===== config.mk =====
export PLATFORM = sky130hd
export DESIGN_NAME = dks_queue
export DESIGN_NICKNAME = d
export VERILOG_FILES = /design/src/sv/dks_pkg.sv /design/src/sv/dks_queue.sv
export SDC_FILE = /design/constraint.sdc
export NUM_CORES = 1
export LEC_CHECK = 0
export BUFFER_PORTS_ARGS = -buffer_cell sky130_fd_sc_hd__clkbuf_2
export CAP_MARGIN = 20
export CORE_UTILIZATION = 45
export CTS_BUF_LIST = sky130_fd_sc_hd__clkbuf_4
export CTS_CLUSTER_DIAMETER = 80
export DETAILED_ROUTE_END_ITERATION = 7
export PLACE_DENSITY_LB_ADDON = 0.25
export SETUP_SLACK_MARGIN = 0.02
export SYNTH_ARGS = -nofsm -noshare
export SYNTH_HDL_FRONTEND = slang
export SYNTH_SLANG_ARGS = --single-unit

===== constraint.sdc =====
create_clock -name i_clk -period 7.2 [get_ports i_clk]
set_clock_uncertainty 0.05 [all_clocks]
set_input_delay 1.08 -clock i_clk [delete_from_list [all_inputs] [get_ports i_clk]]
set_output_delay 1.08 -clock i_clk [all_outputs]
set_load 0.03 [all_outputs]

===== src/sv/dks_pkg.sv =====
package dks_pkg;

    // The store size must be a power of two: sample indices and store
    // addresses wrap by dropping their upper bits.
    localparam int STORE_WORDS = 32768;
    localparam int AW          = $clog2(STORE_WORDS);

    localparam int QDEPTH = 2;
    localparam int QPW    = $clog2(QDEPTH);

    localparam logic [31:0] CONST_BIT  = 32'h2000_0000;
    localparam logic [31:0] RATE_MASK  = 32'hc000_0000;
    localparam logic [31:0] COUNT_MASK = 32'h1fff_0000;
    localparam logic [31:0] HALF_BIT   = 32'h4000_0000;
    localparam logic [15:0] RB_MASK    = 16'h7c1f;
    localparam logic [15:0] G_MASK     = 16'h03e0;

    typedef enum logic [1:0] {
        OP_WRITE = 2'd0,
        OP_COLOR = 2'd1,
        OP_ALPHA = 2'd2,
        OP_NONE  = 2'd3
    } t_op;

    typedef enum logic [1:0] {
        ACT_WRITE = 2'd0,
        ACT_CONST = 2'd1,
        ACT_READ  = 2'd2
    } t_act;

    // How the two keys are blended: midpoint, or 3/4 weight on the first (A)
    // or the second (B) key read.
    typedef enum logic [1:0] {
        MIX_NONE = 2'd0,
        MIX_MID  = 2'd1,
        MIX_HI_A = 2'd2,
        MIX_HI_B = 2'd3
    } t_mix;

    // addr holds a word index for colour reads and store writes, and a byte
    // address for alpha reads.
    typedef struct packed {
        t_act        act;
        t_mix        mix;
        logic        alpha;
        logic [AW:0] addr;
        logic [15:0] data;
    } t_cmd;

endpackage


===== src/sv/dks_queue.sv =====
module dks_queue (
    input  logic          i_clk,
    input  logic          i_rst_n,
    input  logic          i_push,
    input  dks_pkg::t_cmd i_cmd,
    input  logic          i_pop,
    output dks_pkg::t_cmd o_cmd,
    output logic          o_empty,
    output logic          o_full
);
    import dks_pkg::*;

    t_cmd           r_slot [QDEPTH];
    logic [QPW-1:0] r_wr_ptr;
    logic [QPW-1:0] r_rd_ptr;
    logic [QPW:0]   r_count;
    logic [QPW:0]   n_count;

    assign o_empty = (r_count == '0);
    assign o_full  = (r_count == (QPW+1)'(QDEPTH));
    assign o_cmd   = r_slot[r_rd_ptr];

    always_comb begin
        n_count = r_count;
        if (i_push && !i_pop) begin
            n_count = r_count + 1'b1;
        end else if (i_pop && !i_push) begin
            n_count = r_count - 1'b1;
        end
    end

    always_ff @(posedge i_clk) begin
        if (!i_rst_n) begin
            r_wr_ptr <= '0;
            r_rd_ptr <= '0;
            r_count  <= '0;
        end else begin
            if (i_push) begin
                r_wr_ptr <= r_wr_ptr + 1'b1;
            end
            if (i_pop) begin
                r_rd_ptr <= r_rd_ptr + 1'b1;
            end
            r_count <= n_count;
        end
    end

    always_ff @(posedge i_clk) begin
        if (i_push) begin
            r_slot[r_wr_ptr] <= i_cmd;
        end
    end

    a_no_overflow: assert property (@(posedge i_clk) disable iff (!i_rst_n)
        o_full |-> !i_push)
        else $error("queue written while full");

    a_no_underflow: assert property (@(posedge i_clk) disable iff (!i_rst_n)
        o_empty |-> !i_pop)
        else $error("queue read while empty");

    a_count_ptrs: assert property (@(posedge i_clk) disable iff (!i_rst_n)
        (r_count == '0 || r_count == (QPW+1)'(QDEPTH)) |-> (r_wr_ptr == r_rd_ptr))
        else $error("queue pointers disagree with fill count");

endmodule


Word level (Yosys, flattened, before mapping)
Memory sizes are Yosys's and may differ from the RTL's. A register that Yosys moved wholly into a read port is not among the register bits.
Cells that the tools add are included.
Operators by class
  add/sub/neg operators: 4
  equality and inequality tests: 1
  mux-type cells: 6
  reductions and logical operators: 6
Operator list (number)
  two-way mux 1 bit: 4
  two-way mux 2 bit: 2
  adder 1 bit, second input constant: 2
  adder 2 x 1 -> 2 bit, second input constant: 1
  == test 2 bit, second input constant: 1
  logical AND 1 bit: 2
  logical NOT 1 bit: 2
  logical NOT 2 bit: 1
  nonzero test 2 bit: 1
  subtractor 2 x 1 -> 2 bit, second input constant: 1
Word-level totals
  register bits after elaboration: 4
  bits in writable memories: 74
  input bits: 41
  output and inout port bits: 39
  word-level logic and storage cells: 21
  memories kept: 1
Memories
  r_slot: words 2, bits a word 37, read ports 1, clocked after memory_dff 1, wr ports 1, RTL line dks_queue.sv:13  | t_cmd r_slot [QDEPTH];

Longest topological paths before layout
  depth in word-level cells: 4
  depth in mapped cells: 5
  mapped depth without buffers: 5

Worst setup path after synthesis
Ideal clock, no wire load.
  kind: input -> register
  from: input port i_push
  to: memory r_slot[0][0] (netlist bit), enable pin
  library setup time: 0.437 ns
  data arrival time: 2.772 ns
  required time: 6.713 ns
  path slack: 3.941 ns
  stages on the path: 1
  buffers on the path: 0
  path through: nor2b_1
Between the ends
  longest elaborated chain between the ends: 2
Ends and longest elaborated chain
  start: declaration: RTL line dks_queue.sv:4  | input logic i_push,
  two-way mux 1 bit: RTL line dks_queue.sv:49  | if (i_push) begin
  two-way mux 1 bit (not written as such): RTL line dks_queue.sv:50  | r_slot[r_wr_ptr] <= i_cmd;
  end: declaration: RTL line dks_queue.sv:13
Every way passes these cells.

==> qor.yml <==
outcome: "completed"
period_share: 0.430
antenna_cells: 0
htreeDepth: 3
max-cap-violations: 0
highest_layer: "met4"
cts_buffers: 9
synth_edf_count: 74
crit_path_max_incr_delay_ns: 0.95
syn2layout_area_growth_pct: 21.0
cts_tree: "built"
post_cts_buffers: 0
yosys-top-cells-count: "edfxtp_1, mux2_2, dfxtp_1"
cp_slowest_cell: "dfxtp_2"
die_w_um: 82.2
worst_pin_slew_ns: 0.915
grt_first_pass_wirelength_um: 6800
wl_per_cell_um: 15.0
async_reset_ff_frac: 0
cts.sinks: 79
path_buf_inv: 1
insertion_delay_ns: 0.39
vias: 1488
ys_seq_area_frac: 0.802
power.leakage_nw: 1.35
hold_buffers: 0
drt_iter0_drc: 95
ir_drop_v: 0.000147
clkPwrFrac: 0.264
setup_tns_ns: 0
clk_path_buf_depth: 2
die_h_um: 82.2
ys_ff_latch: 79
rsz0062_at_grt: "false"
crit_family: "flip-flops"
synth.avg_cell_area_um2: 21.1
powerDensity_nw_per_um2: 262
fp.dieArea_um2: 6760
fin_crit_ns: 3.10
crit_arrival_ns: 1.97
syn_area_um2: 2900
worst-setup-path-type: "reg -> out"
ant_nets: 0
fillers: 491
endpoint_kind: "output port"
grt_max_degree: 38
setup_violations: 0
num_rows: 28
root_buffer: "clkbuf_4"
wirelength_um: 4570
required_ns: 6.07
slew_headroom: 0.390
start_util: 0.478
drc: 0
p_comb_frac: 0.144
final-max-slew-violation-count: 0
met1_length_um: 1990
overflow: 0
place_congestion: 0.634
io-pin-count: 80
start_kind: "flop"
p_int_mw: 0.687
via_per_inst: 4.89
synth_cell_types: 17
fmax_mhz: 323
route.met3.wl_um: 237
pwr-share-seq: 0.592
dr.pass1.iters: 4
nets: 266
switchingPower_mw: 0.232
crit_fanout: 37
antenna_found_initial: 0
post_cts_resized: 0
hpwl_um: 2990
min_path_type: "reg -> reg"
first_global_vias: 1446
ys_warn_count: 0
netSwitchingFraction: 0.252
crit_chain: "mux2_2, clkbuf_2"
post-route-cell-area_um2: 3500
track_usage: 0.146
io_buffer_count: 79
synth_area_leaders: "edfxtp_1, mux2_2, dfxtp_1, buf_6, and2_1"
synth_fp_nets: 179
clkTransAtPathRegs_ns: 0.12
hold_viol_final: 0
drive_gt1_frac: 0.590
placed_area_um2: 3380
final_core_util: 0.578
syn_inst: 137
wl_met2_um: 2230
yosysMostFrequentCell: "edfxtp_1"
synth_top_cell_by_area: "edfxtp_1"
synthFlopType: "edfxtp_1"
coreArea_um2: 6060
synth_top_area_share: 0.767
-- registers in the layout (all words and copies together) (netlist names), named ones only --
signal / cells
r_wr_ptr: 1
r_rd_ptr: 1
r_count: 2
r_slot: 74
-- cell families after synthesis --
group                    count (synthesis)  share of synthesized area
buffers and inverters                    5                     0.0147
AND/OR/NAND/NOR                          9                     0.0194
flip-flops                              79                      0.802
AO/OA/AOI/OAI                            3                    0.00691
XOR/XNOR                                 3                    0.00907
adder cells (fa/ha/maj)                  1                    0.00432
multiplexers                            37                      0.144
-- cells in the final DEF (no fill, tap or decap) --
cell type,n
and2_1,3
o21ai_0,1
bufinv_16,1
or3_1,1
nor2_1,1
inv_1,1
edfxtp_1,74
xnor2_1,1
ha_1,1
nor2b_4,1
o21a_1,1
and2_2,1
clkinv_2,3
and2b_2,1
buf_12,1
mux2_2,37
clkbuf_4,10
a21boi_1,1
clkbuf_2,79
nor2b_1,1
clkinv_1,2
dfxtp_2,1
dfxtp_1,4
xor2_1,2
-- per-layer routing --
metal,track usage,vias up
met5,0,-
met1,0.180,723
met3,0.0385,11
met2,0.226,46
met4,0.0947,0
li1,-,708
-- power by group through the flow --
stage / Sequential, mW / Combinational, mW / Clock, mW
after floorplan: 0.545 / 0.101 / 0
after global placement: 0.554 / 0.131 / 0
after detailed placement: 0.555 / 0.134 / 0
after CTS: 0.545 / 0.135 / 0.252
after global routing: 0.547 / 0.141 / 0.271
final: 0.544 / 0.132 / 0.242
-- layout make-up --
| class | count | area [um2] | area share |
|---|---|---|---|
| repair buffers | 80 | 415 | 0.119 |
| clock inverters | 6 | 52.6 | 0.0150 |
| inverters | 1 | 3.75 | 0.00107 |
| flip-flops and latches | 79 | 2320 | 0.663 |
| clock buffers | 10 | 75.1 | 0.0214 |
| multi-input cells | 53 | 541 | 0.154 |
| well taps | 75 | 93.8 | 0.0268 |
-- metrics by stage --
stage          instances  hold slack [ns]  setup slack (ns)  power (mW)
6_report             304            0.483              4.10       0.918
5_1_grt              304            0.507              3.95       0.960
4_1_cts              304            0.487              4.04       0.931
3_5_place_dp         288            0.471              4.50       0.689
3_3_place_gp         287            0.444              4.49       0.686
2_1_floorplan        137            0.416              3.94       0.646
-- worst paths after layout --
check | start | endpoint | slack [ns] | depth (start not counted)
max reg2reg | r_wr_ptr | r_slot[1][34] | 5.60 | 1
min reg2reg | r_count[1] | r_count[1] | 0.48 | 2
min | r_count[1] | r_count[1] | 0.48 | 2
max | flop | o_cmd[23] | 4.10 | 2
Note: power is estimated with default switching activity, not from simulation.
