### src/sv/dks_pkg.sv
package dks_pkg;

    // The store size must be a power of two: sample indices and store
    // addresses wrap by dropping their upper bits.
    localparam int STORE_WORDS = 32768;
    localparam int AW          = $clog2(STORE_WORDS);

    localparam int QDEPTH = 2;
    localparam int QPW    = $clog2(QDEPTH);

    localparam logic [31:0] CONST_BIT  = 32'h2000_0000;
    localparam logic [31:0] RATE_MASK  = 32'hc000_0000;
    localparam logic [31:0] COUNT_MASK = 32'h1fff_0000;
    localparam logic [31:0] HALF_BIT   = 32'h4000_0000;
    localparam logic [15:0] RB_MASK    = 16'h7c1f;
    localparam logic [15:0] G_MASK     = 16'h03e0;

    typedef enum logic [1:0] {
        OP_WRITE = 2'd0,
        OP_COLOR = 2'd1,
        OP_ALPHA = 2'd2,
        OP_NONE  = 2'd3
    } t_op;

    typedef enum logic [1:0] {
        ACT_WRITE = 2'd0,
        ACT_CONST = 2'd1,
        ACT_READ  = 2'd2
    } t_act;

    // How the two keys are blended: midpoint, or 3/4 weight on the first (A)
    // or the second (B) key read.
    typedef enum logic [1:0] {
        MIX_NONE = 2'd0,
        MIX_MID  = 2'd1,
        MIX_HI_A = 2'd2,
        MIX_HI_B = 2'd3
    } t_mix;

    // addr holds a word index for colour reads and store writes, and a byte
    // address for alpha reads.
    typedef struct packed {
        t_act        act;
        t_mix        mix;
        logic        alpha;
        logic [AW:0] addr;
        logic [15:0] data;
    } t_cmd;

endpackage

### src/sv/dks_front.sv
module dks_front (
    input  logic [1:0]    i_op,
    input  logic [14:0]   i_store_addr,
    input  logic [15:0]   i_store_data,
    input  logic [31:0]   i_track_entry,
    input  logic [15:0]   i_frame,
    output logic          o_keep,
    output dks_pkg::t_cmd o_cmd
);
    import dks_pkg::*;

    t_op         op;
    logic [31:0] cnt_w;
    logic [12:0] cnt;
    logic [15:0] base;
    logic [15:0] k0;
    logic [15:0] q;
    logic [1:0]  m;
    logic        past;
    logic        alpha;
    t_mix        mix;
    logic [16:0] sum;

    always_comb begin
        op    = t_op'(i_op);
        cnt_w = i_track_entry & COUNT_MASK;
        cnt   = cnt_w[28:16];
        base  = i_track_entry[15:0];
        m     = i_frame[1:0];
        q     = {2'b00, i_frame[15:2]};
        past  = i_frame > {3'b000, cnt};
        alpha = (op == OP_ALPHA);
        k0    = i_frame;
        mix   = MIX_NONE;

        if ((i_track_entry & RATE_MASK) == '0) begin
            k0 = i_frame;
        end else if ((i_track_entry & HALF_BIT) != '0) begin
            if (!i_frame[0]) begin
                k0 = {1'b0, i_frame[15:1]};
            end else if (past) begin
                k0 = {4'b0000, cnt[12:1]} + 16'd1;
            end else begin
                k0  = {1'b0, i_frame[15:1]};
                mix = MIX_MID;
            end
        end else begin
            k0 = q;
            if (m != 2'd0) begin
                if (past) begin
                    k0 = {5'b00000, cnt[12:2]} + {14'd0, m};
                end else begin
                    case (m)
                        2'd2:    mix = MIX_MID;
                        2'd3:    mix = MIX_HI_B;
                        default: mix = MIX_HI_A;
                    endcase
                end
            end
        end

        // Alpha reads address bytes, colour reads address halfwords.
        if (alpha) begin
            sum = {1'b0, base} + {1'b0, k0};
        end else begin
            sum = {2'b00, base[15:1]} + {1'b0, k0};
        end

        o_keep       = 1'b1;
        o_cmd.act    = ACT_READ;
        o_cmd.mix    = mix;
        o_cmd.alpha  = alpha;
        o_cmd.addr   = alpha ? sum[AW:0] : {1'b0, sum[AW-1:0]};
        o_cmd.data   = i_store_data;

        case (op)
            OP_WRITE: begin
                o_cmd.act  = ACT_WRITE;
                o_cmd.mix  = MIX_NONE;
                o_cmd.addr = {1'b0, i_store_addr[AW-1:0]};
            end
            OP_COLOR, OP_ALPHA: begin
                if ((i_track_entry & CONST_BIT) != '0) begin
                    o_cmd.act  = ACT_CONST;
                    o_cmd.mix  = MIX_NONE;
                    o_cmd.data = base;
                end
            end
            default: begin
                o_keep = 1'b0;
            end
        endcase
    end

endmodule

### config.mk
export PLATFORM = sky130hd
export DESIGN_NAME = dks_front
export DESIGN_NICKNAME = d
export VERILOG_FILES = /design/src/sv/dks_pkg.sv /design/src/sv/dks_front.sv
export SDC_FILE = /design/constraint.sdc
export NUM_CORES = 1
export LEC_CHECK = 0
export ABC_CLOCK_PERIOD_IN_PS = 4200
export BUFFER_PORTS_ARGS = -buffer_cell sky130_fd_sc_hd__buf_2
export CORE_MARGIN = 2
export CORE_UTILIZATION = 51
export DETAILED_ROUTE_END_ITERATION = 16
export PLACE_DENSITY = 0.94
export SYNTH_ARGS = -nofsm -noshare
export SYNTH_HDL_FRONTEND = slang
export SYNTH_SLANG_ARGS = --single-unit
### constraint.sdc
create_clock -name vclk -period 4.2
set_input_delay 0 -clock vclk [all_inputs]
set_output_delay 0 -clock vclk [all_outputs]
set_load 0.03 [all_outputs]
# [Word level (Yosys, flattened, before mapping)]
# Cells that the tools add are included.
[op_classes] add_sub_neg=4 mul=0 n_div=0 order_cmp=1 eq_ne=4 shift=0 n_mux=21 bitwise_logic=0 reduce_logical=5
[op_table] op="$mux 16" count=7
[op_table] op="$logic_not 32->1" count=1
[op_table] op="$mux 15" count=2
[op_table] op="$mux 14" count=2
[op_table] op="$add 15x16->16" count=1
[op_table] op="$add 16x16->16" count=1
[op_table] op="$gt 16x13->1" count=1
[op_table] op="$add 12x1->13 const B" count=1
[op_table] op="$add 11x2->12" count=1
[op_table] op="$mux 2" count=5
[op_table] op="$pmux 4 s2" count=1
[op_table] op="$eq 2x2->1 const B" count=3
[op_table] op="$mux 4" count=1
[op_table] op="$pmux 2 s2" count=1
[op_table] op="$reduce_or 3->1" count=1
[op_table] op="$eq 2x1->1 const B" count=1
[op_table] op="$logic_not 2->1" count=1
[op_table] op="$mux 1" count=2
[op_table] op="$reduce_bool 2->1" count=1
[op_table] op="$reduce_or 2->1" count=1
[totals] register_bits=0 latchBits=0 mem_bits_rw=0 romBits=0 in_bits=81 output_inout_bits=38 wordCells=35 memories=0

# [Logic depth before layout (Yosys ltp)]
[depth] depth_word=9 depth_mapped=22 ltp_nobuf=19

# [Worst setup path before layout]
# No wires, ideal clock.
[synth_timing] path_type="input to output" from="input i_track_entry[21]" to="output o_cmd[28] (netlist bit)" arrival_ps=4086 t_required_ps=4200 setup_slack_ps=114 stages=22 n_path_buf=3 path_cell_list="clkbuf_1 -> inv_1 -> ha_1 -> a21oi_1 -> o21ai_0 -> a2111oi_0 -> nand2_2 -> buf_4 -> buf_4 -> nand3_1 -> and3_1 -> o22ai_1 -> ha_1 -> inv_1 -> fa_1 -> nor2b_1 -> o21ai_0 -> a21oi_1 -> o31ai_1 -> a21oi_1 -> xnor2_1 -> o21ai_0"
[synth_lines] item="start, declared" line_no="dks_front.sv:5" rtl="input logic [31:0] i_track_entry,"
[synth_lines] item="end, declared" line_no="dks_front.sv:8" rtl="output dks_pkg::t_cmd o_cmd"

==> key figures <==
Status
  • Status: finished, final reports clean

Timing
  • Headroom to the max-slew limit: 37.7%
  • Worst Max-Slew Pin Slew: 0.935 ns
  • Count of final max-slew check failures: 0
  • Unrepaired setup endpoints after global routing: yes
  • Setup-failing EPs final: 0
  • Final cycle utilization of the critical path: 99.3%
  • Final hold violation count: 0
  • Max Fclk: 240 MHz
  • Setup total negative slack: 0 ns
  • Period minus WS final: 4.17 ns

Final layout
  • Final std cell area, no fill: 3610 um^2
  • Layout fillers: 418
  • Layout overhead on the synthesized area: 34.6%
  • Multi-input gate area in the final layout: 2640 um^2
  • Sequential Area: 0 um^2
  • Share of cells above drive strength 1: 41.6%
  • Commonest cells after routing, fill and taps aside: sky130_fd_sc_hd__buf_2, sky130_fd_sc_hd__mux2_2, sky130_fd_sc_hd__ha_1
  • Sequential cell count: 0
  • Fin util: 70.8%
  • Clock buffer count: 0
  • Most frequent standard cell in the layout excluding fill and tap cells: sky130_fd_sc_hd__buf_2
  • Net count of the finished layout: 619
  • Diodes inserted: 0

Global route
  • GRT Total Usage: 27.4%
  • GR met1 Demand/Resource: 33.6%
  • Wire length of the first global-routing pass: 13.8 mm
  • Largest net degree at the start of global routing: 30
  • Global routing met2 resource utilization: 52.9%
  • Global route hottest layer: met2
  • Antenna violations before repair: 0
  • Routing usage on met3: 1.54%
  • Via count of the first global-routing pass: 3068
  • Final global-route overflow total: 0

Drt
  • Final Routed Wirelength: 9.23 mm
  • 1st-iter DRT viols: 218
  • Post-DR vias/cell: 5.92
  • Post-detailed-route wirelength per cell: 16.2 um
  • Via count: 3377
  • Remaining antenna violation count: 0
  • Number of detailed-routing iterations run before antenna repair: 5
  • Number of design rule violations left after detail routing: 0

Setup path
  • Highest net fanout along the worst path: 12
  • Worst path arrival time: 4.17 ns
  • Critical path start-end classification: input pin to output pin
  • Kind of end point of the critical path: output pin
  • Data required time of the worst path: 4.20 ns
  • Critical path launch point type: input pin

Synthesis
  • Total number of yosys warnings: 0
  • Share of the yosys chip area belonging to registers: 0%
  • Number of unique standard cell types used by synthesis: 56
  • Cell area after technology mapping: 2690 um^2
  • Post-Synthesis Cells: 378
  • Post-synthesis net count: 495
  • Syn Area/Cell: 7.11 um^2

Clock tree
  • Quantity of hold-fixing buffers added after cts: 0

Floorplan
  • Width of the die: 76.6 um
  • Die Y-Extent: 76.6 um
  • I/O Pins: 119
  • DIE AREA: 5860 um^2
  • Row count: 26
  • Core outline area: 5110 um^2
  • Starting Density: 52.6%

Pwr
  • Power density over cell area: 197 nW/um^2
  • Highest ir drop seen on vdd: 118 uV
  • Final Power: 0.712 mW
  • Standby leakage power: 1.66 nW

Job
  • # Max-Cap Violations: 0

Placed design
  • Count of input and output buffers: 119
  • Detailed placement HPWL: 7.12 mm
  • Routability Congestion: 0.928
  • Cell area after placement: 3430 um^2

Worst hold path
  • Class of the tightest hold or removal check: input pin to output pin
## layer usage
| layer | wire, um | part of all wire (%) |
|---|---|---|
| met3 | 685 | 7.4 |
| met4 | 193 | 2.1 |
| met1 | 3800 | 41 |
| met2 | 4550 | 49 |
| met5 | 0 | 0 |
## timing repair
item	CTS	global route
endpoints found under the setup margin	4	6
cloned	0	0
endpoints found under the hold margin	0	0
resized for setup	13	23
buffers inserted	2	0
pin swaps	6	15
## area by class of cell
cell class | instances | area share [%]
Multi-Input combinational cell | 329 | 73.0
Timing Repair Buffer | 142 | 21.6
Inverter | 29 | 3.01
Tap cell | 70 | 2.42
## power breakdown
group,internal (mW),total (mW),leakage (nW),switching [mW]
sequential,0,0,0,0
combinational,0.287,0.712,1.66,0.425
clock,0,0,0,0
total,0.287,0.712,1.66,0.425
## Yosys cell counts, types with 3 or more instances
| master | n | share of area, % |
|---|---|---|
| sky130_fd_sc_hd__a31oi_1 | 3 | 0.70 |
| sky130_fd_sc_hd__o21bai_1 | 3 | 0.84 |
| sky130_fd_sc_hd__a311oi_1 | 6 | 2.0 |
| sky130_fd_sc_hd__nor3_1 | 16 | 3.0 |
| sky130_fd_sc_hd__a2111oi_0 | 3 | 0.98 |
| sky130_fd_sc_hd__a211oi_1 | 3 | 0.84 |
| sky130_fd_sc_hd__nand2_1 | 28 | 3.9 |
| sky130_fd_sc_hd__o211ai_1 | 3 | 0.84 |
| sky130_fd_sc_hd__xor2_1 | 7 | 2.3 |
| sky130_fd_sc_hd__nand3b_1 | 6 | 1.7 |
| sky130_fd_sc_hd__inv_1 | 28 | 3.9 |
| sky130_fd_sc_hd__or3_1 | 8 | 1.9 |
| sky130_fd_sc_hd__nor2_1 | 23 | 3.2 |
| sky130_fd_sc_hd__mux2i_1 | 6 | 2.2 |
| sky130_fd_sc_hd__nand4_1 | 5 | 1.2 |
| sky130_fd_sc_hd__clkbuf_1 | 14 | 2.0 |
| sky130_fd_sc_hd__a21oi_1 | 24 | 4.5 |
| sky130_fd_sc_hd__mux2_2 | 32 | 13 |
| sky130_fd_sc_hd__buf_4 | 5 | 1.4 |
| sky130_fd_sc_hd__o21ai_0 | 25 | 4.7 |
| sky130_fd_sc_hd__ha_1 | 34 | 16 |
| sky130_fd_sc_hd__o311a_1 | 6 | 2.2 |
| sky130_fd_sc_hd__o22ai_1 | 6 | 1.4 |
| sky130_fd_sc_hd__nor2b_1 | 9 | 2.1 |
| sky130_fd_sc_hd__nand3_1 | 10 | 1.9 |
| sky130_fd_sc_hd__xnor2_1 | 25 | 8.2 |
## critical path, cell delays in order
cell	delay, ns
sky130_fd_sc_hd__buf_2	0.12
sky130_fd_sc_hd__inv_1	0.12
sky130_fd_sc_hd__ha_4	0.22
sky130_fd_sc_hd__a21oi_1	0.12
sky130_fd_sc_hd__o21ai_1	0.10
sky130_fd_sc_hd__a2111oi_2	0.45
sky130_fd_sc_hd__buf_4	0.19
sky130_fd_sc_hd__nand2_2	0.08
sky130_fd_sc_hd__buf_8	0.14
sky130_fd_sc_hd__buf_4	0.17
sky130_fd_sc_hd__a21oi_1	0.14
sky130_fd_sc_hd__a311oi_1	0.07
sky130_fd_sc_hd__o311a_1	0.38
sky130_fd_sc_hd__ha_4	0.29
sky130_fd_sc_hd__buf_4	0.12
sky130_fd_sc_hd__nand4_1	0.23
sky130_fd_sc_hd__o21bai_4	0.23
sky130_fd_sc_hd__o31ai_4	0.11
sky130_fd_sc_hd__a2111oi_4	0.34
sky130_fd_sc_hd__o21ai_1	0.12
sky130_fd_sc_hd__a31o_2	0.24
sky130_fd_sc_hd__buf_2	0.17
## through the flow
step / instances / setup WS [ns] / hold WS (ns)
floorplan: 378 / 0.114 / 0.159
global placement: 568 / -0.0398 / 0.354
detailed placement: 568 / -0.218 / 0.358
CTS: 570 / 0.0274 / 0.359
global route: 570 / -0.161 / 0.377
finish: 570 / 0.0300 / 0.340
## worst paths after layout
check,cells past startpoint,start,slack (ns),endpoint
max,22,i_track_entry[23],0.03,o_cmd[30]
min,4,i_store_addr[9],0.34,o_cmd[25]
## logic make-up (layout without fill, tap and decap cells)
logic type / after synthesis / after routing / synth area share, %
AOI/OAI and AO/OA: 96 / 96 / 23.6
xor gates and xnor gates: 32 / 32 / 10.4
buffers and inverters: 49 / 171 / 7.82
and+or+nand+nor: 127 / 127 / 25.2
adders and majority gates: 36 / 36 / 17.3
muxes: 38 / 38 / 15.6
(Power assumes the default switching activity.)
